### config.mk
export PLATFORM = sky130hd
export DESIGN_NAME = spte_mul
export DESIGN_NICKNAME = d
export VERILOG_FILES = /design/src/rtl/spte_pkg.sv /design/src/rtl/spte_mul.sv
export SDC_FILE = /design/constraint.sdc
export NUM_CORES = 2
export LEC_CHECK = 0
export ABC_CLOCK_PERIOD_IN_PS = 14150
export BUFFER_PORTS_ARGS = -buffer_cell sky130_fd_sc_hd__buf_2
export CAP_MARGIN = 15
export CORE_MARGIN = 2
export CORE_UTILIZATION = 30
export DETAILED_ROUTE_END_ITERATION = 7
export SLEW_MARGIN = 20
export SYNTH_ARGS = -nofsm -noshare
export SYNTH_HDL_FRONTEND = slang
export SYNTH_SLANG_ARGS = --single-unit
### constraint.sdc
create_clock -name clk -period 14.15 [get_ports clk]
set_input_delay 0 -clock clk [delete_from_list [all_inputs] [get_ports clk]]
set_output_delay 0 -clock clk [all_outputs]
set_load 0.01 [all_outputs]
### src/rtl/spte_pkg.sv
package spte_pkg;

  localparam int MAX_TERMS = 32;
  localparam int EXP_BITS  = 16;
  localparam int COEF_BITS = 32;
  localparam int FRAC_BITS = 16;

  localparam int IDX_W  = $clog2(MAX_TERMS);
  localparam int CNT_W  = $clog2(MAX_TERMS + 1);
  localparam int TERM_W = EXP_BITS + COEF_BITS;

  typedef logic [IDX_W-1:0] idx_t;
  typedef logic [CNT_W-1:0] cnt_t;

  // operation codes
  localparam logic [2:0] OP_INSERT = 3'd0;
  localparam logic [2:0] OP_LOAD   = 3'd1;
  localparam logic [2:0] OP_MUL    = 3'd2;
  localparam logic [2:0] OP_CLEAR  = 3'd3;
  localparam logic [2:0] OP_READ   = 3'd4;

  // status codes
  localparam logic [1:0] ST_OK   = 2'd0;
  localparam logic [1:0] ST_FULL = 2'd1;
  localparam logic [1:0] ST_EOVF = 2'd2;
  localparam logic [1:0] ST_SAT  = 2'd3;

  typedef struct packed {
    logic signed [EXP_BITS-1:0]  exp;
    logic signed [COEF_BITS-1:0] coef;
  } term_t;

  typedef struct packed {
    logic [2:0]                  op;
    logic signed [EXP_BITS-1:0]  term_exponent;
    logic signed [COEF_BITS-1:0] term_coefficient;
  } cmd_t;

  typedef struct packed {
    logic signed [EXP_BITS-1:0]  out_exponent;
    logic signed [COEF_BITS-1:0] out_coefficient;
    logic                        term_valid;
    logic                        last;
    logic [1:0]                  status;
  } res_t;

  // request to the insert walker
  typedef struct packed {
    logic  start;
    term_t t;
    cnt_t  n;
  } ins_req_t;

  // completion from the insert walker
  typedef struct packed {
    logic       done;
    logic [1:0] status;
    cnt_t       cnt;
  } ins_rsp_t;

  typedef struct packed {
    logic  we;
    idx_t  addr;
    term_t data;
  } mem_wr_t;

endpackage

### src/rtl/spte_mul.sv
module spte_mul (
  input  logic                               clk,
  input  logic                               rst,
  input  logic                               in_v,
  input  logic signed [spte_pkg::COEF_BITS-1:0] a,
  input  logic signed [spte_pkg::COEF_BITS-1:0] b,
  output logic                               out_v,
  output logic signed [spte_pkg::COEF_BITS-1:0] c,
  output logic                               sat
);
  import spte_pkg::*;

  localparam int PW = 2 * COEF_BITS + 1;
  localparam logic [PW-1:0] RND = (FRAC_BITS > 0) ? (PW'(1) << (FRAC_BITS - 1)) : '0;
  localparam logic [PW-1:0] LIM_POS = (PW'(1) << (COEF_BITS - 1)) - PW'(1);
  localparam logic [PW-1:0] LIM_NEG = PW'(1) << (COEF_BITS - 1);

  logic                   v1, v2;
  logic                   neg1, neg2;
  logic [COEF_BITS-1:0]   ma, mb;
  logic [2*COEF_BITS-1:0] prod;
  logic [PW-1:0]          rounded, limit;
  logic [COEF_BITS-1:0]   mag;
  logic                   over;

  // round half away from zero, then clamp the magnitude
  always_comb begin
    rounded = ({1'b0, prod} + RND) >> FRAC_BITS;
    limit   = neg2 ? LIM_NEG : LIM_POS;
    over    = rounded > limit;
    mag     = over ? limit[COEF_BITS-1:0] : rounded[COEF_BITS-1:0];
  end

  always_ff @(posedge clk) begin
    if (rst) begin
      v1    <= 1'b0;
      v2    <= 1'b0;
      out_v <= 1'b0;
    end else begin
      v1    <= in_v;
      v2    <= v1;
      out_v <= v2;
    end
    // magnitudes
    neg1 <= a[COEF_BITS-1] ^ b[COEF_BITS-1];
    ma   <= a[COEF_BITS-1] ? COEF_BITS'(-a) : COEF_BITS'(a);
    mb   <= b[COEF_BITS-1] ? COEF_BITS'(-b) : COEF_BITS'(b);
    // product
    neg2 <= neg1;
    prod <= ma * mb;
    // result
    c    <= neg2 ? COEF_BITS'(-mag) : COEF_BITS'(mag);
    sat  <= over;
  end

endmodule

Yosys cells after proc, flatten, opt, wreduce, memory -nomap -nowiden
Index checks and enable logic that the tools add are counted.
Storage, ports and cells
  flip-flop bits (word level): 166
  input port bits: 67
  output and inout port bits: 34
  logic and storage cells: 24
Operators by class
  add/subtract/negate cells: 4
  $mul: 1
  magnitude comparators: 1
  muxes and demuxes: 5
  bitwise gates (word level): 1
Operator list (count)
  32-bit two-way mux: 3
  32-bit negator: 3
  64-bit by 16-bit adder with 65-bit output, second input constant: 1
  32-bit by 32-bit multiplier with 64-bit output: 1
  31-bit two-way mux: 2
  49-bit by 32-bit > comparator with 1-bit output: 1
  1-bit XOR: 1

Longest topological paths before layout
  depth in word-level cells: 5
  mapped depth: 29
  gate-level depth less buffers: 28

Worst setup path before layout
OpenSTA, ideal clock, no wires.
  kind: reg-to-reg
  from: register mb[11]
  to: register prod[63]
  library setup time: 0.091 ns
  data arrival time: 7.677 ns
  required time: 14.059 ns
  setup slack: 6.382 ns
  stages on the path, launching flop included: 27
  period minus slack after synthesis: 7.768 ns
  cell sequence: dfxtp_1 > clkbuf_1 > nand2_1 > fa_1 > inv_1 > fa_1 > fa_1 > inv_1 > fa_1 > inv_1 > fa_1 > fa_1 > fa_1 > inv_1 > fa_1 > inv_1 > ha_1 > nand4_1 > o221ai_1 > a31oi_1 > a2111oi_0 > o2111ai_1 > a211oi_1 > o21ai_1 > o31ai_1 > a211oi_1 > a311oi_1
Between the ends
  longest elaborated chain between the ends: 1
RTL lines
  start: declaration: line spte_mul.sv:20  | logic [COEF_BITS-1:0] ma, mb;
  start signal: assignment: line spte_mul.sv:47  | mb <= b[COEF_BITS-1] ? COEF_BITS'(-b) : COEF_BITS'(b);
  32-bit by 32-bit multiplier with 64-bit output: line spte_mul.sv:50  | prod <= ma * mb;
  end signal: assignment: line spte_mul.sv:50
  end: declaration: line spte_mul.sv:21  | logic [2*COEF_BITS-1:0] prod;
Every way passes these cells.
A chain may end at the register's enable or synchronous reset.

Final worst setup path
  from: register ma[14]
  to: register prod[63]
Between the ends
  longest elaborated chain between the ends: 1
RTL lines
  start: declaration: line spte_mul.sv:20
  start signal: assignment: line spte_mul.sv:46  | ma <= a[COEF_BITS-1] ? COEF_BITS'(-a) : COEF_BITS'(a);
  32-bit by 32-bit multiplier with 64-bit output: line spte_mul.sv:50
Every way passes these cells.

==> impl_results.md <==
* Setup TNS at 0 ps
* Hold path cells at 3
* Die area at 0.136 mm2
* Syn Std Cell Area at 0.0400 mm2
* Worst min path class: in -> reg
* Number of synthesized flops with an enable pin at 0
* RR Endpoint: prod[63]
* Minimum clock period at a little under 9000 ps
* Crit-path slowest cell: o31ai_1
* Critical Path RT at approximately 15000 ps
* Gpl congestion at 0.847
* Syn avg cell area at 9.08 um2
* CP max FO at 24
* Die Height at 369 um
* CP delay by family, top: adder cells
* Final Hold Fails at 0
* Startpoint types: flip-flop
* Hold path start: b[31]
* Routed Antenna Nets at 0
* CTS tree: done
* NumNets Final at 5737
* Status: finished, final reports clean
* Register bit total from synthesis at about 150
* Wire length per cell at 17.4 um
* Final setup viols at 0
* Vias in the first global route at 31900
* Vias at 29700
* Worst rel slew slack at approximately a third
* Detail-routed via count per cell at 4.75
* Hold endpoint: mb[1]
* Cell count after synthesis at 4408
* Core Box Area at 0.133 mm2
* Buffers on Ports at 100
* Initial Util at 30.1%
* Synth unique cells at roughly 70
* Max H-tree Level at 4
* MaxCap Viol Count at 0
* Register-to-register setup slack at around 5200 ps
* DP Wirelength at 87100 um
* Multi-input gate area at 0.0327 mm2
* Slowest stage delay, CP at 680 ps
* Gr ovfl total at 0
* Initial DRC count at 1760
* CP most frequent cell: fa_1
* IO Count at 101
* Fmax at 112 MHz
* Reg clk slew, reported paths at around 60 ps
* CP Capture Type: flip-flop
* Clk_skew at 12.3 ps
* Layout cells sized above 1 at 5.12%
* Pin count of the biggest net entering global routing at 81
* Net Count, Synth at 5666
* First-pass GRT wire length at 175000 um
* Sequential area share after synthesis at around 7.5%
* Post-cts resize count at 0
* Worst Max-Slew Pin Slew at 950 ps
* Unrepaired setup endpoints after global routing: false
* TritonCTS Buffers at 17
* Syn-to-layout area delta at 10.2%
* Clock Tree Root: clkbuf_16
* Ys flop type: dfxtp_1
* Fill count at 13700
* Worst r2r src: ma[14]
* Initial antenna violation count at 3
* Clock sink count at 151
* Cell Rows at 134
* Yosys warning count at 0
* Crit Path Category: reg -> reg
* Period utilization at 63.2%
* Gr usage total at 16.5%
* Latest clock arrival within the worst-skew pair at 500 ps
* DIE WIDTH at 369 um
* Clk buf depth at 2
* Drt pass-1 iters at 5
* Reg2Reg Depth at 25
* FF+latch area at 0.00302 mm2
* Drt total wl at 109000 um
* Async SR Flop Fraction at 0%
* Critical Path AT at 9350 ps
* Buf/Inv on CP at 6
* Drc violations at 0
* Slew Limit Fails at 0
## flip-flops by register name (all words and copies together) (netlist names)
| register | cells |
|---|---|
| c | 32 |
| ma | 32 |
| mb | 32 |
| neg1 | 1 |
| neg2 | 1 |
| out_v | 1 |
| prod | 49 |
| sat | 1 |
| v1 | 1 |
| v2 | 1 |
## cell type report
type,count,area share [%]
Multi-Input combinational cell,3108,74.1
Inverter,925,7.87
Sequential cell,151,6.86
Clock buffer,19,1.00
Clock inverter,13,0.366
Tap cell,1768,5.01
Timing Repair Buffer,276,4.74
Antenna cell,1,0.00567
## placed cells by master, fill, tap and decap left out, drive strengths merged, types with 11 or more instances in the layout
master / count
ha: 296
nor3: 26
inv: 932
nand2b: 14
buf: 168
nor4: 11
o21ai: 70
or3: 17
or4: 16
mux2i: 16
a21oi: 92
nor2b: 15
dlygate4sd3: 108
dfxtp: 151
xor2: 27
nand4: 38
and2: 584
clkbuf: 19
and3: 24
nand2: 537
o21a: 12
o31ai: 20
nor2: 62
a21o: 48
nand3: 42
fa: 895
xnor2: 118
a31oi: 12
## worst min-delay path: stages
cell	delay, ps
buf_2	330
nand2_1	130
o21ai_0	70
## repair_timing
item / CTS / global route
hold buffers: 108 / 0
setup buffers: 0 / 0
hold endpoints to repair: 67 / 0
## kinds of logic after synthesis
kind of cell    share of synthesized area, %
compound gates                          5.51
xor+xnor                                3.17
fa+ha+maj                               54.0
buf+inv                                 10.8
flops                                   7.55
mux                                    0.484
simple gates                            18.5
## worst max-delay path by stage
stage	startpoint	endpoint	slack [ps]	depth (start not counted)
CTS	ma[14]	prod[63]	5070	25
floorplan	mb[11]	prod[63]	6380	26
finish	ma[14]	prod[63]	5210	25
global placement	ma[14]	prod[63]	5270	26
global route	ma[14]	prod[63]	4580	25
detailed placement	ma[14]	prod[63]	5110	25
## cells in the mapped netlist (all sizes together) (27+ instances only)
cell	instances	area (um2)
inv	925	3470
fa	895	17900
and2	584	3650
nand2	537	2020
ha	296	3700
clkbuf	217	815
dfxtp	151	3020
xnor2	118	1030
a21oi	92	460
o21ai	70	350
nor2	62	233
a21o	48	360
nand3	42	215
nand4	38	238
xor2	27	236
## per-layer routing
| layer | up-vias | track usage [%] | wire (um) |
|---|---|---|---|
| li1 | 13400 | - | - |
| met1 | 15500 | 21.2 | 46400 |
| met2 | 702 | 28.6 | 55200 |
| met3 | 169 | 1.74 | 4060 |
| met4 | 0 | 6.02 | 3590 |
| met5 | - | 0 | 0 |
## per-stage QoR
stage               util, %  cells  area, um2  setup slack [ps]  hold slack [ps]
global placement       31.9   6120      42400              5270              147
finish                 33.2   6261      44100              5210             98.1
detailed placement     31.9   6120      42400              5110              140
floorplan                 -   4408      40000              6380             27.7
global route           33.2   6260      44100              4580              101
CTS                    33.2   6260      44100              5070             36.6
Power is not shown: default switching activity piles up to over one toggle a cycle in this logic, so the estimate is an artifact.
