==> src/rtl/spte_ram.sv <==
module spte_ram #(
  parameter int W     = 8,
  parameter int DEPTH = 32,
  parameter int AW    = $clog2(DEPTH)
) (
  input  logic          clk,
  input  logic [AW-1:0] raddr,
  input  logic          we,
  input  logic [AW-1:0] waddr,
  input  logic [W-1:0]  wdata,
  output logic [W-1:0]  rdata
);

  logic [W-1:0] mem [DEPTH];

  always_ff @(posedge clk) begin
    if (we) begin
      mem[waddr] <= wdata;
    end
    rdata <= mem[raddr];
  end

endmodule

==> config.mk <==
export PLATFORM = sky130hd
export DESIGN_NAME = spte_ram
export DESIGN_NICKNAME = d
export VERILOG_FILES = /design/src/rtl/spte_ram.sv
export SDC_FILE = /design/constraint.sdc
export NUM_CORES = 1
export LEC_CHECK = 0
export ABC_CLOCK_PERIOD_IN_PS = 3000
export BUFFER_PORTS_ARGS = -buffer_cell sky130_fd_sc_hd__buf_2
export CAP_MARGIN = 40
export CORE_MARGIN = 2
export CORE_UTILIZATION = 45
export CTS_CLUSTER_SIZE = 16
export DETAILED_ROUTE_END_ITERATION = 16
export GPL_TIMING_DRIVEN = 0
export PLACE_DENSITY = 0.59
export SYNTH_ARGS = -nofsm -noshare
export SYNTH_HDL_FRONTEND = slang
export SYNTH_SLANG_ARGS = --single-unit
==> constraint.sdc <==
create_clock -name clk -period 3 [get_ports clk]
set_clock_uncertainty 0.05 [all_clocks]
set_input_delay 0 -clock clk [delete_from_list [all_inputs] [get_ports clk]]
set_output_delay 0 -clock clk [all_outputs]
set_load 0.05 [all_outputs]
Yosys cells after proc, flatten, opt, wreduce, memory -nomap -nowiden
Memories as Yosys holds them, arrays and structs flattened. A register that Yosys moved wholly into a read port is not among the register bits.
Cells that the tools add are included.
Cells by class
  multiplexer cells: 2
Operators by type and width (count)
  $mux W1: 2
Storage, ports and cells
  input bits: 20
  output and inout port bits: 8
  bits in registers: 0
  memories kept: 1
  memory bits (writable): 256
  word-level logic and storage cells: 3
Memories
  mem: depth 32, bits a word 8, rd ports 1, clocked after memory_dff 1, write ports 1, line 14  | logic [W-1:0] mem [DEPTH];

Longest topological paths before layout
Gate-level depths: netlist of the first run.
  depth after elaboration: 2
  depth in mapped cells: 5
  depth with buffers taken out: 3

Least setup slack after synthesis of the first run
OpenSTA, ideal clock, no wires.
  path type: in2reg
  start point: in raddr[2]
  end point: reg rdata[0], read port of mem
  buffers on the path: 2
  setup time: 0.121 ns
  data required time: 2.829 ns
  slack: 1.148 ns
  arrival time: 1.682 ns
  cell stages on the path: 5
  cells stage by stage: clkbuf_1 clkbuf_1 mux4_2 mux4_2 mux2_2
RTL lines
  from (decl): line 7  | input logic [AW-1:0] raddr,
  to (decl): line 11  | output logic [W-1:0] rdata

==> impl_metrics.csv, run 1 <==
group,metric,value,unit
cells_and_area,finalNetCount,498,
global_route,antenna_found_initial,0,
power,power_density,672,nW/um^2
worst_setup_path,reg2regPathDepth,3,
synthesis,yosysWarnings,0,
timing,slew_headroom,41.6,%
global_route,grt_overflow,0,
clocking,cts_sinks,264,
timing,finalCriticalPeriod,2.02,ns
worst_setup_path,end_kind,"flop",
placed_design,io_buffers,22,
worst_setup_path,start_kind,"input port",
drt,first_iter_violations,430,
clocking,htree_levels,1,
placed_design,dp_slack,0.356,ns
clocking,clock_latency,0.53,ns
timing,tightest_slew,0.877,ns
cells_and_area,syn_to_final_growth,13.8,%
timing,whs,0.121,ns
synthesis,netlist-cell-type-count,15,
power,leakagePower,3.55,nW
min_path,holdPathEnd,"rdata[3]",
worst_setup_path,worstSetupPathType,"in2reg",
timing,hold_viol,0,
clocking,cts-root-buf,"clkbuf_16",
synthesis,synth_seq_cells,264,
drt,wl_per_cell,25.4,um
clocking,cts_buffer_depth,3,
job,maxCapViolCount,0,
min_path,min_path_type,"in2reg",
cells_and_area,seq_area,7850,sq um
cells_and_area,antennaDiodeCount,0,
cells_and_area,multi_input_area,2100,sq um
floorplan,die_h,153,um
floorplan,initial_core_util,45.9,%
timing,max_freq,495,MHz
synthesis,yosys.area.top_type,"edfxtp_1",
synthesis,synth_top_cell_area_share,76.5,%
clocking,cts_buffers,27,
timing,setup_tns,0,ns
floorplan,io_pins,28,
placed_design,dp.cells,720,
drt,routed-via-count,4387,
synthesis,synth.area.top_cells,"edfxtp_1, mux4_2, dfxtp_1",
worst_setup_path,rr_startpoint,"mem[5][2]",
power,fin_total_pwr,0.00769,W
drt,via_per_inst,5.63,
timing,period_share,67.4,%
synthesis,ys_seq_area_share,78.1,%
placed_design,place_congestion,0.757,
synthesis,netlist_instances,417,
min_path,hold_path_depth,3,
timing,setup_violations,0,
placed_design,dp_hpwl,12900,um
worst_setup_path,cp.arrival,2.38,ns
global_route,grt_use_total,17.2,%
worst_setup_path,r2r_setup_slack,1.11,ns
global_route,grt_start_max_net_pins,33,
cells_and_area,fillers,1726,
cells_and_area,layout-drive-gt1-share,31.7,%
worst_setup_path,cp_data_required_time,3.35,ns
clocking,clk_pin_slew,0.06,ns
worst_setup_path,crit_path_max_fanout,10,
synthesis,syn_area,10100,sq um
floorplan,die_width,153,um
timing,rsz0062_at_grt,"no",
clocking,cts_tree,"done",
timing,setup_slack,0.978,ns
floorplan,dieArea,23600,sq um
drt,drcViolationCount,0,
clocking,ctsResizeCount,0,
drt,first_pass_iters,5,
floorplan,std_cell_rows,54,
synthesis,synth_nets,437,
synthesis,avgSynthCellArea,24.1,sq um
timing,maxSlewViolCount,0,
drt,drtAntennaViolNets,0,
global_route,grt_pass1_wl,29500,um
global_route,grt_pass1_vias,4593,
run_status,outcome,"finished clean",
worst_setup_path,reg2reg_to,"rdata[2]",
power,ir_drop,411,uV
floorplan,core,21900,sq um
drt,wl,19800,um
cells_and_area,final_cell_count_no_fill,779,
min_path,worstHoldStart,"raddr[4]",
## cell families after synthesis
family / count (synthesis) / share of synthesized area [%]
simple gates: 45 / 2.07
flops: 264 / 78.1
buf+inv: 20 / 1.06
mux: 88 / 18.8
## cell usage after synthesis, drive strengths merged
cell type,number
nand3b,5
nand3,2
mux4,80
clkbuf,6
mux2,8
dfxtp,8
buf,14
edfxtp,256
nor2,33
or3b,3
or3,1
nand2,1
## registers in the layout, summed over array words and instances, names as in the netlist
register	cells
mem	256
rdata	8
## layer usage
layer  vias up  global-route usage (%)  wire (um)
li1       1904                       -          -
met5         -                       0          0
met1      2327                    25.6       8820
met2       125                    26.6       9310
met3        31                    3.66       1300
met4         0                    4.11        371
## where the power goes
group / internal (W) / switching [W]
combinational: 0.000176 / 0.000274
sequential: 0.00410 / 0.0000128
clock: 0.00183 / 0.00130
total: 0.00610 / 0.00158
## cells in the final DEF (no fill, tap or decap), drive strengths merged
cell type,Yosys,layout
mux4,80,80
edfxtp,256,256
clkinv,0,11
buf,14,37
dlygate4sd3,0,9
nand3,2,2
dfxtp,8,8
clkbuf,6,41
mux2,8,8
clkinvlp,0,1
nand2,1,1
bufinv,0,2
or3b,3,3
or3,1,1
nor2,33,33
inv,0,1
nand3b,5,5
## final cells by class
| cell class | count | share of cell area, % |
|---|---|---|
| clock inverter | 15 | 1.08 |
| tap | 280 | 3.06 |
| buffer | 20 | 0.929 |
| sequential | 264 | 68.6 |
| clock buffer | 35 | 6.17 |
| multi-input combinational | 133 | 18.3 |
| timing repair buffer | 32 | 1.85 |
## critical path, stage by stage
cell	delay, ns
clkbuf_1	0.39
buf_1	0.72
mux4_2	0.43
mux4_2	0.52
mux2_2	0.31
## worst max path at each step
stage,from,end,slack (ns),depth (start not counted)
floorplan,raddr[2],rdata[0],1.15,5
global placement,raddr[2],rdata[1],0.37,5
detailed placement,raddr[2],rdata[2],0.36,5
CTS,raddr[2],rdata[2],0.91,5
global route,raddr[2],rdata[3],0.89,5
finish,raddr[2],rdata[2],0.98,5
## metrics by stage
step	utilization [%]	instance area, sq um
final	52.3	11400
after global routing	52.3	11400
after CTS	52.3	11400
after detailed placement	48.1	10500
after global placement	48.0	10500
after floorplan	-	10100
## what timing repair did
action,in CTS,in global routing
hold buffers,9,0
hold endpoints to repair,252,0
buffers inserted,0,0
Power figures use the tool's default switching activity.
==> inputs of run 2 (changes only) <==
- ABC_CLOCK_PERIOD_IN_PS: 3000 -> 1850
- PLACE_DENSITY: 0.59 -> 0.61
- clock period: 3 -> 1.85 ns (I/O delays scaled with it)
==> run 2 against run 1 <==
  * The flow now finishes with violations (setup timing)
  * Utilization about the same
  * Clock power up 61%
  * Via count up 2.8%
  * Global-route usage up 0.52 points
  * Wire length up 3.4%
  * Hold slack worse by 0.11 ns
  * Final area about the same
  * Combinational power up 65%
  * Setup slack worse by 0.99 ns
  * Die area unchanged
  * Power up 62%
  * Final cell count down 0.77%
  * Highest routed layer unchanged
==> impl_metrics.csv, run 2 (same netlist as run 1, synthesis figures left out) <==
group,metric,value,unit
power,power_density,1090,nW/um^2
global_route,grt_pass1_wl,30500,um
timing,finalCriticalPeriod,1.86,ns
drt,via_per_inst,5.83,
floorplan,initial_core_util,45.9,%
placed_design,dp_slack,-0.784,ns
min_path,min_path_type,"in2reg",
cells_and_area,largest_reg_flops,256,
timing,setup_slack,-0.0117,ns
timing,slew_headroom,41.7,%
timing,maxSlewViolCount,0,
floorplan,io_pins,28,
cells_and_area,syn_to_final_growth,13.8,%
clocking,cts_sinks,264,
timing,hold_viol,0,
power,fin_total_pwr,0.0124,W
global_route,antenna_found_initial,0,
timing,setup_tns,-0.0225,ns
cells_and_area,layout_commonest_cell,"edfxtp_1",
drt,wl,20500,um
worst_setup_path,cp_data_required_time,2.21,ns
drt,wl_met1,8920,um
floorplan,die_h,153,um
clocking,cts_tree,"done",
drt,drcViolationCount,0,
timing,max_freq,537,MHz
drt,wl_per_cell,26.5,um
global_route,grt_pass1_vias,4711,
placed_design,dp_hpwl,13100,um
floorplan,core,21900,sq um
timing,rsz0062_at_grt,"yes",
cells_and_area,finalNetCount,495,
floorplan,std_cell_rows,54,
worst_setup_path,start_kind,"flop",
placed_design,io_buffers,22,
cells_and_area,antennaDiodeCount,0,
power,ir_drop,493,uV
clocking,post_cts_buffers,0,
timing,tightest_slew,0.871,ns
drt,drtAntennaViolNets,0,
timing,setup_violations,2,
drt,routed-via-count,4509,
cells_and_area,layout-drive-gt1-share,33.5,%
worst_setup_path,worstSetupPathType,"reg2reg",
floorplan,dieArea,23600,sq um
drt,met3_wirelength,1370,um
global_route,grt_use_total,17.7,%
drt,highest_layer,"met4",
clocking,clk_pin_slew,0.06,ns
placed_design,place_congestion,0.771,
clocking,cts-root-buf,"clkbuf_16",
job,maxCapViolCount,0,
worst_setup_path,crit_path_max_fanout,1,
timing,period_share,101,%
run_status,violations,"setup timing",
power,leakagePower,3.58,nW
clocking,htree_levels,1,
worst_setup_path,cp.arrival,2.22,ns
worst_setup_path,end_kind,"flop",
cells_and_area,final_cell_mix,"edfxtp_1, mux4_2, nor2_1",
drt,first_pass_iters,4,
clocking,cts_buffer_depth,3,
floorplan,die_width,153,um
cells_and_area,top_regs,"mem: 256 flops, rdata: 8 flops",
global_route,grt_start_max_net_pins,33,
clocking,cts_buffers,26,
cells_and_area,regMostFlops,"mem",
run_status,outcome,"finished, violations left",
global_route,grt_overflow,0,
clocking,clock_latency,0.53,ns
drt,wl_met2,9840,um
drt,first_iter_violations,479,
## run 2: cell count changes in the layout (fill, tap and decap cells not counted), sizes merged
cell         change
clkinvlp         +1
clkbuf           +1
dlygate4sd3      -2
bufinv           -1
clkinv           -5
## run 2: report_power, final
part           total [W]  switching [W]  internal, W  leakage [nW]
Combinational   0.000744       0.000451     0.000293         0.807
Sequential       0.00667      0.0000211      0.00665          2.37
Clock            0.00502        0.00210      0.00292         0.397
## run 2: repair_timing
action / CTS / global route
endpoints found under the setup margin: 8 / 7
pin swaps: 0 / 0
hold buffers: 7 / 0
hold endpoints to repair: 126 / 0
cloned: 0 / 0
resized for setup: 9 / 0
## run 2: worst max-delay path: stages (launching register included)
cell and delay, ns:
edfxtp_1 0.36, mux4_2 0.52, mux4_2 0.54, mux2_4 0.30
## run 2: worst paths after layout
path	slack [ns]	depth (start not counted)	to	start
worst min register to register	0.88	3	rdata[2]	mem[15][2]
worst max-delay path	-0.01	3	rdata[2]	mem[21][2]
worst min-delay path	0.01	1	mem[28][2]	wdata[2]
worst max register to register	-0.01	3	rdata[2]	mem[21][2]
## run 2: through the flow
stage / hold slack (ns) / util, % / instance area, sq um / cells
floorplan: 0.0489 / - / 10100 / 417
global route: 0.0376 / 52.3 / 11400 / 773
CTS: 0.00521 / 52.3 / 11400 / 773
detailed placement: 0.425 / 48.1 / 10500 / 720
global placement: 0.424 / 48.0 / 10500 / 719
finish: 0.0124 / 52.3 / 11400 / 773
## run 2: final cells by class
cell class	count	area, sq um
multi-input combinational	133	2120
fill	1717	10500
clock inverter	10	80.1
sequential	264	7850
timing repair buffer	30	191
buffer	20	114
tap	280	350
clock buffer	36	739
## run 2: per-layer routing
metal	vias up	GRT usage, %
li1	1892	-
met1	2445	26.7
met2	153	27.8
met3	19	2.69
met4	0	4.50
met5	-	0
