[src/rtl/spte_pkg.sv]
package spte_pkg;

  localparam int MAX_TERMS = 32;
  localparam int EXP_BITS  = 16;
  localparam int COEF_BITS = 32;
  localparam int FRAC_BITS = 16;

  localparam int IDX_W  = $clog2(MAX_TERMS);
  localparam int CNT_W  = $clog2(MAX_TERMS + 1);
  localparam int TERM_W = EXP_BITS + COEF_BITS;

  typedef logic [IDX_W-1:0] idx_t;
  typedef logic [CNT_W-1:0] cnt_t;

  // operation codes
  localparam logic [2:0] OP_INSERT = 3'd0;
  localparam logic [2:0] OP_LOAD   = 3'd1;
  localparam logic [2:0] OP_MUL    = 3'd2;
  localparam logic [2:0] OP_CLEAR  = 3'd3;
  localparam logic [2:0] OP_READ   = 3'd4;

  // status codes
  localparam logic [1:0] ST_OK   = 2'd0;
  localparam logic [1:0] ST_FULL = 2'd1;
  localparam logic [1:0] ST_EOVF = 2'd2;
  localparam logic [1:0] ST_SAT  = 2'd3;

  typedef struct packed {
    logic signed [EXP_BITS-1:0]  exp;
    logic signed [COEF_BITS-1:0] coef;
  } term_t;

  typedef struct packed {
    logic [2:0]                  op;
    logic signed [EXP_BITS-1:0]  term_exponent;
    logic signed [COEF_BITS-1:0] term_coefficient;
  } cmd_t;

  typedef struct packed {
    logic signed [EXP_BITS-1:0]  out_exponent;
    logic signed [COEF_BITS-1:0] out_coefficient;
    logic                        term_valid;
    logic                        last;
    logic [1:0]                  status;
  } res_t;

  // request to the insert walker
  typedef struct packed {
    logic  start;
    term_t t;
    cnt_t  n;
  } ins_req_t;

  // completion from the insert walker
  typedef struct packed {
    logic       done;
    logic [1:0] status;
    cnt_t       cnt;
  } ins_rsp_t;

  typedef struct packed {
    logic  we;
    idx_t  addr;
    term_t data;
  } mem_wr_t;

endpackage

[src/rtl/spte_insert.sv]
module spte_insert (
  input  logic                clk,
  input  logic                rst,
  input  spte_pkg::ins_req_t  req,
  input  spte_pkg::term_t     rdata,
  output spte_pkg::idx_t      raddr,
  output spte_pkg::mem_wr_t   wr,
  output spte_pkg::ins_rsp_t  rsp
);
  import spte_pkg::*;

  typedef enum logic [1:0] {S_IDLE, S_SCAN, S_SHIFT} state_t;

  state_t state;
  cnt_t   ptr, n;
  term_t  nt, carry;
  cnt_t   ptr_p1;
  logic   full, advance, take_carry;
  logic   [1:0] state_sel;
  logic signed [COEF_BITS:0] sum;
  logic signed [COEF_BITS-1:0] sum_sat;
  logic   sum_ovf;

  assign ptr_p1 = ptr + cnt_t'(1);
  assign full   = (n == cnt_t'(MAX_TERMS));
  assign raddr  = (state == S_IDLE) ? '0 : ptr_p1[IDX_W-1:0];

  // saturating accumulate for a matching exponent
  always_comb begin
    sum     = {rdata.coef[COEF_BITS-1], rdata.coef} + {nt.coef[COEF_BITS-1], nt.coef};
    sum_ovf = sum[COEF_BITS] != sum[COEF_BITS-1];
    if (sum_ovf) begin
      sum_sat = sum[COEF_BITS] ? {1'b1, {(COEF_BITS-1){1'b0}}} : {1'b0, {(COEF_BITS-1){1'b1}}};
    end else begin
      sum_sat = sum[COEF_BITS-1:0];
    end
  end

  // walk decisions
  always_comb begin
    wr         = '0;
    wr.addr    = ptr[IDX_W-1:0];
    rsp        = '0;
    rsp.cnt    = n;
    advance    = 1'b0;
    take_carry = 1'b0;
    state_sel  = 2'd0;
    unique case (state)
      S_IDLE: begin
      end
      S_SCAN: begin
        priority if (ptr == n) begin
          rsp.done = 1'b1;
          if (full) begin
            rsp.status = ST_FULL;
          end else begin
            wr.we   = 1'b1;
            wr.data = nt;
            rsp.cnt = n + cnt_t'(1);
          end
        end else if (rdata.exp > nt.exp) begin
          advance = 1'b1;
        end else if (rdata.exp == nt.exp) begin
          rsp.done      = 1'b1;
          wr.we         = 1'b1;
          wr.data.exp   = rdata.exp;
          wr.data.coef  = sum_sat;
          rsp.status    = sum_ovf ? ST_SAT : ST_OK;
        end else if (full) begin
          rsp.done   = 1'b1;
          rsp.status = ST_FULL;
        end else begin
          wr.we      = 1'b1;
          wr.data    = nt;
          advance    = 1'b1;
          take_carry = 1'b1;
          state_sel  = 2'd1;
        end
      end
      S_SHIFT: begin
        wr.we   = 1'b1;
        wr.data = carry;
        if (ptr == n) begin
          rsp.done = 1'b1;
          rsp.cnt  = n + cnt_t'(1);
        end else begin
          advance    = 1'b1;
          take_carry = 1'b1;
        end
      end
      default: begin
      end
    endcase
  end

  always_ff @(posedge clk) begin
    if (rst) begin
      state <= S_IDLE;
      ptr   <= '0;
    end else begin
      unique case (state)
        S_IDLE: begin
          if (req.start) begin
            state <= S_SCAN;
            ptr   <= '0;
            n     <= req.n;
            nt    <= req.t;
          end
        end
        S_SCAN, S_SHIFT: begin
          if (rsp.done) begin
            state <= S_IDLE;
          end else if (state_sel == 2'd1) begin
            state <= S_SHIFT;
          end
          if (advance) begin
            ptr <= ptr_p1;
          end
          if (take_carry) begin
            carry <= rdata;
          end
        end
        default: state <= S_IDLE;
      endcase
    end
  end

endmodule

[config.mk]
export PLATFORM = sky130hd
export DESIGN_NAME = spte_insert
export DESIGN_NICKNAME = d
export VERILOG_FILES = /design/src/rtl/spte_pkg.sv /design/src/rtl/spte_insert.sv
export SDC_FILE = /design/constraint.sdc
export NUM_CORES = 1
export LEC_CHECK = 0
export ABC_AREA = 1
export BUFFER_PORTS_ARGS = -buffer_cell sky130_fd_sc_hd__buf_2
export CELL_PAD_IN_SITES_DETAIL_PLACEMENT = 0
export CELL_PAD_IN_SITES_GLOBAL_PLACEMENT = 1
export CORE_UTILIZATION = 38
export CTS_CLUSTER_DIAMETER = 200
export DETAILED_ROUTE_END_ITERATION = 10
export GPL_TIMING_DRIVEN = 1
export HOLD_SLACK_MARGIN = 0.06
export PLACE_DENSITY_LB_ADDON = 0.08
export SYNTH_ARGS = -nofsm -noshare
export SYNTH_HDL_FRONTEND = slang
export SYNTH_SLANG_ARGS = --single-unit
[constraint.sdc]
create_clock -name clk -period 7.25 [get_ports clk]
set_clock_uncertainty 0.1 [all_clocks]
set_input_delay 2.175 -clock clk [delete_from_list [all_inputs] [get_ports clk]]
set_output_delay 2.175 -clock clk [all_outputs]
set_load 0.01 [all_outputs]
# Yosys cells after proc, flatten, opt, wreduce, memory -nomap -nowiden

Cells that the tools add are included.
W data, S select, Z words.

Register bits after elaboration: 110
Word-level logic and storage cells: 75

Bitwise gates (word level): 1
Reduce and logical (&&, ||, !) cells: 7
$add $sub $neg: 3
Eq/ne operators: 10
Multiplexer cells: 46
Magnitude comparators: 1

Operators by type and width:

| operator              | number |
|---|---|
| $mux W48              | 4 |
| $pmux W48 S2          | 1 |
| $mux W32              | 2 |
| $add A32 B32 Y33      | 1 |
| $mux W6               | 5 |
| $pmux W6 S2           | 2 |
| $mux W1               | 17 |
| $eq A16 B16 Y1        | 1 |
| $gt A16 B16 Y1        | 1 |
| $add A6 B1 Y6 const B | 2 |
| $mux W3               | 4 |
| $mux W2               | 5 |
| $reduce_and A3 Y1     | 3 |
| $pmux W1 S2           | 4 |
| $eq A6 B6 Y1          | 1 |
| $eq A6 B6 Y1 const B  | 1 |
| $mux W5               | 1 |
| $eq A2 B1 Y1 const B  | 2 |
| $ne A2 B2 Y1 const B  | 2 |
| $pmux W2 S2           | 1 |
| $ne A3 B3 Y1 const B  | 1 |
| $eq A2 B2 Y1 const B  | 1 |
| $logic_not A2 Y1      | 1 |
| $reduce_and A2 Y1     | 1 |
| 4 further kinds       | 4 |

# Logic depth before layout (Yosys ltp)

Gate-level depths: netlist of run 1.

Depth in word-level cells: 10
Mapped depth: 21
Mapped depth without buffers: 21

# Least setup slack after synthesis of run 1

OpenSTA, ideal clock, no wires.

Kind: input -> register
Start point: input port rdata[47] in the netlist's numbering
End point: register carry[0] in the netlist's numbering (enable)
Arrival time: 6.803 ns
Slack: -0.179 ns
Setup time: 0.526 ns
Stages: 11
Cells stage by stage: ha_1 nand2_1 inv_1 nand3_2 nor3_4 inv_2 nor2_8 inv_4 nand3_4 nand3b_1 a211oi_1

Longest elaborated chain between the ends: 6
Elaborated cells between the ends (all ways): 7
Classes of those cells: order compare (1); eq/ne (1); mux (4); reduce/logical (1)

RTL lines:

| what                                                                   | line               | RTL |
|---|---|---|
| from (decl)                                                            | spte_insert.sv:5   | `input spte_pkg::term_t rdata,` |
| parallel branches: the longest is 2 deep, another holds $gt A16 B16 Y1 | -                  |  |
| $mux W1 *                                                              | spte_insert.sv:61  | `end else if (rdata.exp > nt.exp) begin` |
| $mux W1 *                                                              | spte_insert.sv:52  | `priority if (ptr == n) begin` |
| $pmux W1 S2 *                                                          | spte_insert.sv:48  | `unique case (state)` |
| $reduce_and A3 Y1 (no source line) *                                   | -                  |  |
| to (signal assigned)                                                   | spte_insert.sv:120 | `carry <= rdata;` |
| to (decl)                                                              | spte_insert.sv:16  | `term_t nt, carry;` |

Every way passes the cells marked *.
A chain may end at the register's enable or synchronous reset.

==> reports/summary.json, run 1 <==
{
  "status": {
    "status": "finished clean"
  },
  "route": {
    "first_iter_violations": 552,
    "drt_pass_1_iters": 5,
    "post_drt_wl_per_cell_um": 16.8,
    "num_vias": 8082,
    "ant_nets": 0,
    "wirelength_um": 27400,
    "viasPerCell": 4.95,
    "drc": 0
  },
  "floorplan": {
    "die_width_um": 157,
    "placementRows": 56,
    "y_dimension_of_the_die_um": 157,
    "die_area_sq_mm": 0.0245,
    "initial_core_util_pct": 38.7,
    "top_level_ports": 173,
    "design.core.area_sq_mm": 0.0235
  },
  "logic_synthesis": {
    "seq_area_frac_synth_pct": 35.5,
    "avgSynthCellArea_sq_um": 7.85,
    "mappedNetlistNets": 1318,
    "synthesized_instance_count": 1157,
    "number_of_enable_flip_flop_cells_after_synthesis": 102,
    "synth_area_leader_cell": "sky130_fd_sc_hd__edfxtp_1",
    "ys_top_cells_by_count": "363 x sky130_fd_sc_hd__nand2_1, 102 x sky130_fd_sc_hd__a21oi_1, 102 x sky130_fd_sc_hd__edfxtp_1",
    "synth_top_area_share_pct": 33.7,
    "syn-cell-area_sq_mm": 0.00908,
    "ys_async_sr_fraction_pct": 0,
    "synth.lib_cells_used.distinct": 59,
    "synth-seq-cells": 110,
    "synth_area_leaders": "sky130_fd_sc_hd__edfxtp_1 34%, sky130_fd_sc_hd__nand2_1 15%, sky130_fd_sc_hd__ha_1 7.6%",
    "synth.most_common_cell": "sky130_fd_sc_hd__nand2_1",
    "yosysWarnings": 0,
    "ys_flop_type": "sky130_fd_sc_hd__edfxtp_1"
  },
  "clocking": {
    "tritoncts": "yes",
    "tritoncts.num_buffers": 9,
    "worst_skew_pair_latency_ns": 0.36,
    "cts_buffer_depth": 2,
    "number_of_levels_the_h_tree_was_split_into": 3,
    "clk_pin_slew_ns": 0.09,
    "cts.hold.buffers_added": 0,
    "tritoncts_num_sinks": 110,
    "clk_root_buffer_cell": "sky130_fd_sc_hd__clkbuf_16"
  },
  "power_and_ir_drop": {
    "areal_power_density_over_the_cells_mw_per_mm2": 260,
    "cellLeakagePower_uw": 0.00476,
    "ir_worst_vdd_mv": 0.158
  },
  "sta": {
    "setup_viol_count_final": 0,
    "achievable-frequency_mhz": 144,
    "totalNegativeSetupSlack_ns": 0,
    "slew_margin_rel_pct": 45.8,
    "holdWs_ns": 0.420,
    "final_min_period_over_clock_period_pct": 95.6,
    "max_slew.worst_pin.slew_ns": 0.814,
    "rsz0062_at_grt": "no",
    "timing_max_transition_violations_final": 0,
    "post_layout_min_period_ns": 6.93,
    "hold_viol": 0
  },
  "final_layout": {
    "antenna_cells": 0,
    "fillers": 2431,
    "drive_gt1_share_pct": 26.7,
    "layout.nets": 1470,
    "finish.instance_area_sq_mm": 0.0105,
    "synthToLayoutAreaGrowth_pct": 15.5
  },
  "worst_setup_path": {
    "cp_data_arrival_time_ns": 4.65,
    "cp_data_required_time_ns": 4.97,
    "setup.worst_path.start_class": "input pin",
    "worst-path-max-fanout": 28,
    "critPathCaptureType": "output pin",
    "regToRegSetupSlack_ns": 3.92,
    "crit_path_kind": "input pin to output pin"
  },
  "place": {
    "dpl.hpwl_um": 20700,
    "port_buffers": 172,
    "placed_cell_area_sq_mm": 0.0102,
    "routabilityCongestion": 0.874
  },
  "global_routing": {
    "grt_pass1_vias": 7977,
    "globalRouteTotalUtil_pct": 23.1,
    "grt_pass1_wl_um": 43500,
    "pin_count_of_the_biggest_net_entering_global_routing": 55,
    "antenna_found_initial": 0,
    "globalRoute.totalOverflow": 0
  },
  "job": {
    "cap_viol_max_count": 0
  },
  "worst_hold_path": {
    "worst_hold_path_type": "flop to flop"
  }
}
through the flow:
step	setup WS [ns]	total power, uW	utilization, %	cells
after global placement	0.309	2230	43.4	1617
after detailed placement	0.273	2230	43.4	1617
final	0.322	2730	44.7	1633
after floorplan	0.843	1820	-	1157
after CTS	0.267	2760	44.7	1633
after global routing	0.0416	2940	44.7	1633
path summary, 6_finish.rpt:
kind / startpoint / to / depth (start not counted)
setup / recovery: rdata[0] / wr[18] / 22
setup reg to reg: state[0]$_SDFFE_PP0P_ / carry[6]$_DFFE_PP_ / 6
hold reg to reg: ptr[5]$_SDFFE_PP0P_ / ptr[5]$_SDFFE_PP0P_ / 2
hold / removal: ptr[5]$_SDFFE_PP0P_ / ptr[5]$_SDFFE_PP0P_ / 2
sequential cells by signal, indices dropped and copies added (netlist names):
name and cells:
state 2, ptr 6, nt 48, n 6
carry 48
cell type report:
type | count | area [sq um] | area share, %
Multi-Input combinational cell | 888 | 5170 | 49.3
Sequential cell | 110 | 3220 | 30.7
Timing Repair Buffer | 185 | 958 | 9.14
Inverter | 115 | 438 | 4.18
Tap cell | 319 | 399 | 3.81
Clock buffer | 9 | 225 | 2.15
Clock inverter | 7 | 77.6 | 0.740
placed cells by master, fill, tap and decap left out, types with 7 or more instances in the layout:
cell	instances
sky130_fd_sc_hd__clkbuf_16	9
sky130_fd_sc_hd__xor2_1	13
sky130_fd_sc_hd__nor2_1	89
sky130_fd_sc_hd__nor3_1	7
sky130_fd_sc_hd__o21bai_1	10
sky130_fd_sc_hd__dfxtp_1	8
sky130_fd_sc_hd__inv_1	95
sky130_fd_sc_hd__inv_2	16
sky130_fd_sc_hd__a21oi_2	35
sky130_fd_sc_hd__nand3_2	27
sky130_fd_sc_hd__buf_4	13
sky130_fd_sc_hd__xnor2_1	20
sky130_fd_sc_hd__o211ai_2	9
sky130_fd_sc_hd__ha_1	54
sky130_fd_sc_hd__nand2_2	23
sky130_fd_sc_hd__nand4_1	7
sky130_fd_sc_hd__nor2_4	8
sky130_fd_sc_hd__a21oi_1	102
sky130_fd_sc_hd__buf_2	172
sky130_fd_sc_hd__nand2_1	363
sky130_fd_sc_hd__edfxtp_1	102
sky130_fd_sc_hd__o21ai_0	13
sky130_fd_sc_hd__nand3_1	48
cells by family after synthesis:
kind of cell             count (synthesis)  synth area share [%]
buffers and inverters                  159                  7.88
XOR/XNOR                                33                  3.18
AO/OA/AOI/OAI                          197                  14.2
flip-flops                             110                  35.5
AND/OR/NAND/NOR                        602                  31.4
adder cells (fa/ha/maj)                 56                  7.80
critical path: stages:
cell,delay (ns)
sky130_fd_sc_hd__buf_2,0.11
sky130_fd_sc_hd__ha_1,0.17
sky130_fd_sc_hd__inv_1,0.05
sky130_fd_sc_hd__fa_1,0.39
sky130_fd_sc_hd__inv_1,0.07
sky130_fd_sc_hd__nand3_1,0.06
sky130_fd_sc_hd__nand2_1,0.12
sky130_fd_sc_hd__nand2_1,0.07
sky130_fd_sc_hd__nand2_2,0.09
sky130_fd_sc_hd__nand2_2,0.07
sky130_fd_sc_hd__nand2_4,0.07
sky130_fd_sc_hd__nand2_2,0.07
sky130_fd_sc_hd__nand2_2,0.07
sky130_fd_sc_hd__nand2_2,0.06
sky130_fd_sc_hd__nand2_4,0.10
sky130_fd_sc_hd__nand2_8,0.17
sky130_fd_sc_hd__nand3_1,0.16
sky130_fd_sc_hd__nand2_1,0.06
sky130_fd_sc_hd__nand2_1,0.05
sky130_fd_sc_hd__nand2_1,0.08
sky130_fd_sc_hd__a21oi_1,0.17
sky130_fd_sc_hd__buf_2,0.19
per-layer routing:
layer	global-route usage, %	wire [um]
met5	0	0
met4	5.18	335
met3	2.94	1010
met2	38.5	12800
met1	31.9	13200
what timing repair did:
action,in CTS,in global routing
buffers inserted,0,0
gates resized for setup,0,1
setup endpoints to repair,0,7
where the power goes:
group / internal, uW / switching, uW
clock: 246 / 274
sequential: 789 / 42.4
combinational: 424 / 951
total: 1460 / 1270
Note: power is estimated with default switching activity, not from simulation.
==> inputs of run 2 (changes only) <==
Settings changed: CELL_PAD_IN_SITES_DETAIL_PLACEMENT 0 to not set, CELL_PAD_IN_SITES_GLOBAL_PLACEMENT 1 to not set, CORE_UTILIZATION 38 to 52.
==> run 2 against run 1 <==
  * Final cell count shrank 6.1%
  * Core utilization up 17 points
  * Sequential power is essentially flat
  * Cell area down 1.1%
  * First-iteration DRC count up 2.2%
  * Hold slack got worse by 0.011 ns
  * Via count increased by 3.1%
  * Flip-flop and latch count unchanged
==> reports/summary.json, run 2 (synthesis results as in run 1) <==
{
  "status": {
    "status": "finished clean"
  },
  "global_routing": {
    "pin_count_of_the_biggest_net_entering_global_routing": 55,
    "globalRoute.totalOverflow": 0,
    "grt_pass1_wl_um": 39900,
    "grt_pass1_vias": 7852,
    "globalRouteTotalUtil_pct": 28.7,
    "antenna_found_initial": 1
  },
  "sta": {
    "timing_max_transition_violations_final": 0,
    "final_min_period_over_clock_period_pct": 95.1,
    "hold_viol": 0,
    "achievable-frequency_mhz": 145,
    "totalNegativeSetupSlack_ns": 0,
    "max_slew.worst_pin.slew_ns": 1.21,
    "post_layout_min_period_ns": 6.89,
    "slew_margin_rel_pct": 19.2,
    "setup_viol_count_final": 0,
    "rsz0062_at_grt": "no"
  },
  "route": {
    "ant_nets": 0,
    "drc": 0,
    "viasPerCell": 5.44,
    "wirelength_um": 25600,
    "post_drt_wl_per_cell_um": 16.7,
    "first_iter_violations": 564,
    "drt_pass_1_iters": 5,
    "num_vias": 8332
  },
  "final_layout": {
    "layout.cells.most_common": "sky130_fd_sc_hd__nand2_1",
    "layout.nets": 1469,
    "layout_common_cells": "363 x sky130_fd_sc_hd__nand2_1, 172 x sky130_fd_sc_hd__buf_2, 102 x sky130_fd_sc_hd__a21oi_1, 102 x sky130_fd_sc_hd__edfxtp_1, 95 x sky130_fd_sc_hd__inv_1",
    "antenna_cells": 0,
    "layout.core_utilization_pct": 61.7,
    "reg_top3": "carry x48, nt x48",
    "synthToLayoutAreaGrowth_pct": 14.2,
    "drive_gt1_share_pct": 26.5
  },
  "power_and_ir_drop": {
    "swShare_pct": 45.1,
    "power.combinational.fraction_pct": 50.0,
    "seq_power_share_pct": 30.3,
    "cellLeakagePower_uw": 0.00477,
    "p_sw_uw": 1240,
    "ir_worst_vdd_mv": 0.374,
    "internal-power_uw": 1500,
    "areal_power_density_over_the_cells_mw_per_mm2": 264,
    "pwr-share-clk_pct": 19.7
  },
  "floorplan": {
    "top_level_ports": 173,
    "initial_core_util_pct": 54.0,
    "design.core.area_sq_mm": 0.0168,
    "die_width_um": 134,
    "placementRows": 47,
    "die_area_sq_mm": 0.0180,
    "y_dimension_of_the_die_um": 134
  },
  "clocking": {
    "cts.hold.buffers_added": 0,
    "cts_buffer_depth": 2,
    "tritoncts.num_buffers": 9,
    "clk_pin_slew_ns": 0.07,
    "post_cts.repair.setup_buffers": 0,
    "worst_skew_pair_latency_ns": 0.37,
    "tritoncts": "yes",
    "clk_root_buffer_cell": "sky130_fd_sc_hd__clkbuf_16",
    "tritoncts_num_sinks": 110,
    "cts.repair.resized": 0,
    "number_of_levels_the_h_tree_was_split_into": 3
  },
  "worst_setup_path": {
    "crit_path_kind": "input pin to output pin",
    "setup.worst_path.start_class": "input pin",
    "cp_data_required_time_ns": 4.97,
    "cp_data_arrival_time_ns": 4.62,
    "worst-path-max-fanout": 28,
    "critPathCaptureType": "output pin"
  },
  "worst_hold_path": {
    "worst_hold_path_type": "flop to flop"
  },
  "place": {
    "port_buffers": 172,
    "routabilityCongestion": 0.952,
    "dpl.hpwl_um": 18800
  },
  "job": {
    "cap_viol_max_count": 0
  }
}
run 2: power groups by stage:
stage / combinational (uW) / sequential (uW) / clock (uW)
after global placement: 1340 / 843 / 0
after CTS: 1370 / 830 / 545
after floorplan: 982 / 836 / 0
after detailed placement: 1360 / 844 / 0
after global routing: 1510 / 837 / 562
final: 1370 / 830 / 540
run 2: layout make-up:
class                           count  area [sq um]
Sequential cell                   110          3220
Clock buffer                       12           258
Clock inverter                      4          52.6
Fill cell                        1577          6450
Inverter                          115           438
Timing Repair Buffer              184           963
Tap cell                          220           275
Multi-Input combinational cell    888          5160
run 2: metrics by stage:
step	cells	hold slack [ns]	cell area (sq um)	setup WS, ns	total power [uW]
finish	1533	0.409	10400	0.359	2740
floorplan	1157	0.371	9080	0.843	1820
detailed placement	1517	0.396	10100	0.350	2200
global placement	1517	0.393	10100	0.395	2190
CTS	1533	0.408	10400	0.337	2740
global route	1533	0.415	10400	0.0997	2910
run 2: worst max-delay path: stages:
cell and delay (ns):
sky130_fd_sc_hd__buf_2 0.10, sky130_fd_sc_hd__ha_1 0.16, sky130_fd_sc_hd__inv_1 0.06, sky130_fd_sc_hd__fa_1 0.39, sky130_fd_sc_hd__inv_1 0.07, sky130_fd_sc_hd__nand3_1 0.06
sky130_fd_sc_hd__nand2_1 0.12, sky130_fd_sc_hd__nand2_1 0.07, sky130_fd_sc_hd__nand2_2 0.09, sky130_fd_sc_hd__nand2_2 0.07, sky130_fd_sc_hd__nand2_4 0.07, sky130_fd_sc_hd__nand2_2 0.06
sky130_fd_sc_hd__nand2_2 0.07, sky130_fd_sc_hd__nand2_2 0.06, sky130_fd_sc_hd__nand2_4 0.10, sky130_fd_sc_hd__nand2_8 0.18, sky130_fd_sc_hd__nand3_1 0.15, sky130_fd_sc_hd__nand3_1 0.07
sky130_fd_sc_hd__nand2_1 0.07, sky130_fd_sc_hd__nand2_1 0.05, sky130_fd_sc_hd__a21oi_1 0.19, sky130_fd_sc_hd__buf_2 0.17
run 2: per-layer routing:
layer | track usage (%) | share of wire (%) | wire, um
met3 | 3.36 | 6.7 | 1720
met1 | 37.3 | 43 | 11000
met5 | 0 | 0.051 | 13
met2 | 49.0 | 48 | 12400
met4 | 10.7 | 1.9 | 474
run 2: worst paths after layout:
| kind | start | end | slack [ns] | cells past startpoint |
|---|---|---|---|---|
| setup / recovery | rdata[0] | wr[20] | 0.36 | 22 |
| hold / removal | ptr[5]$_SDFFE_PP0P_ | ptr[5]$_SDFFE_PP0P_ | 0.41 | 2 |
| setup reg to reg | nt[47]$_DFFE_PP_ | carry[10]$_DFFE_PP_ | 4.25 | 13 |
| hold reg to reg | ptr[5]$_SDFFE_PP0P_ | ptr[5]$_SDFFE_PP0P_ | 0.41 | 2 |
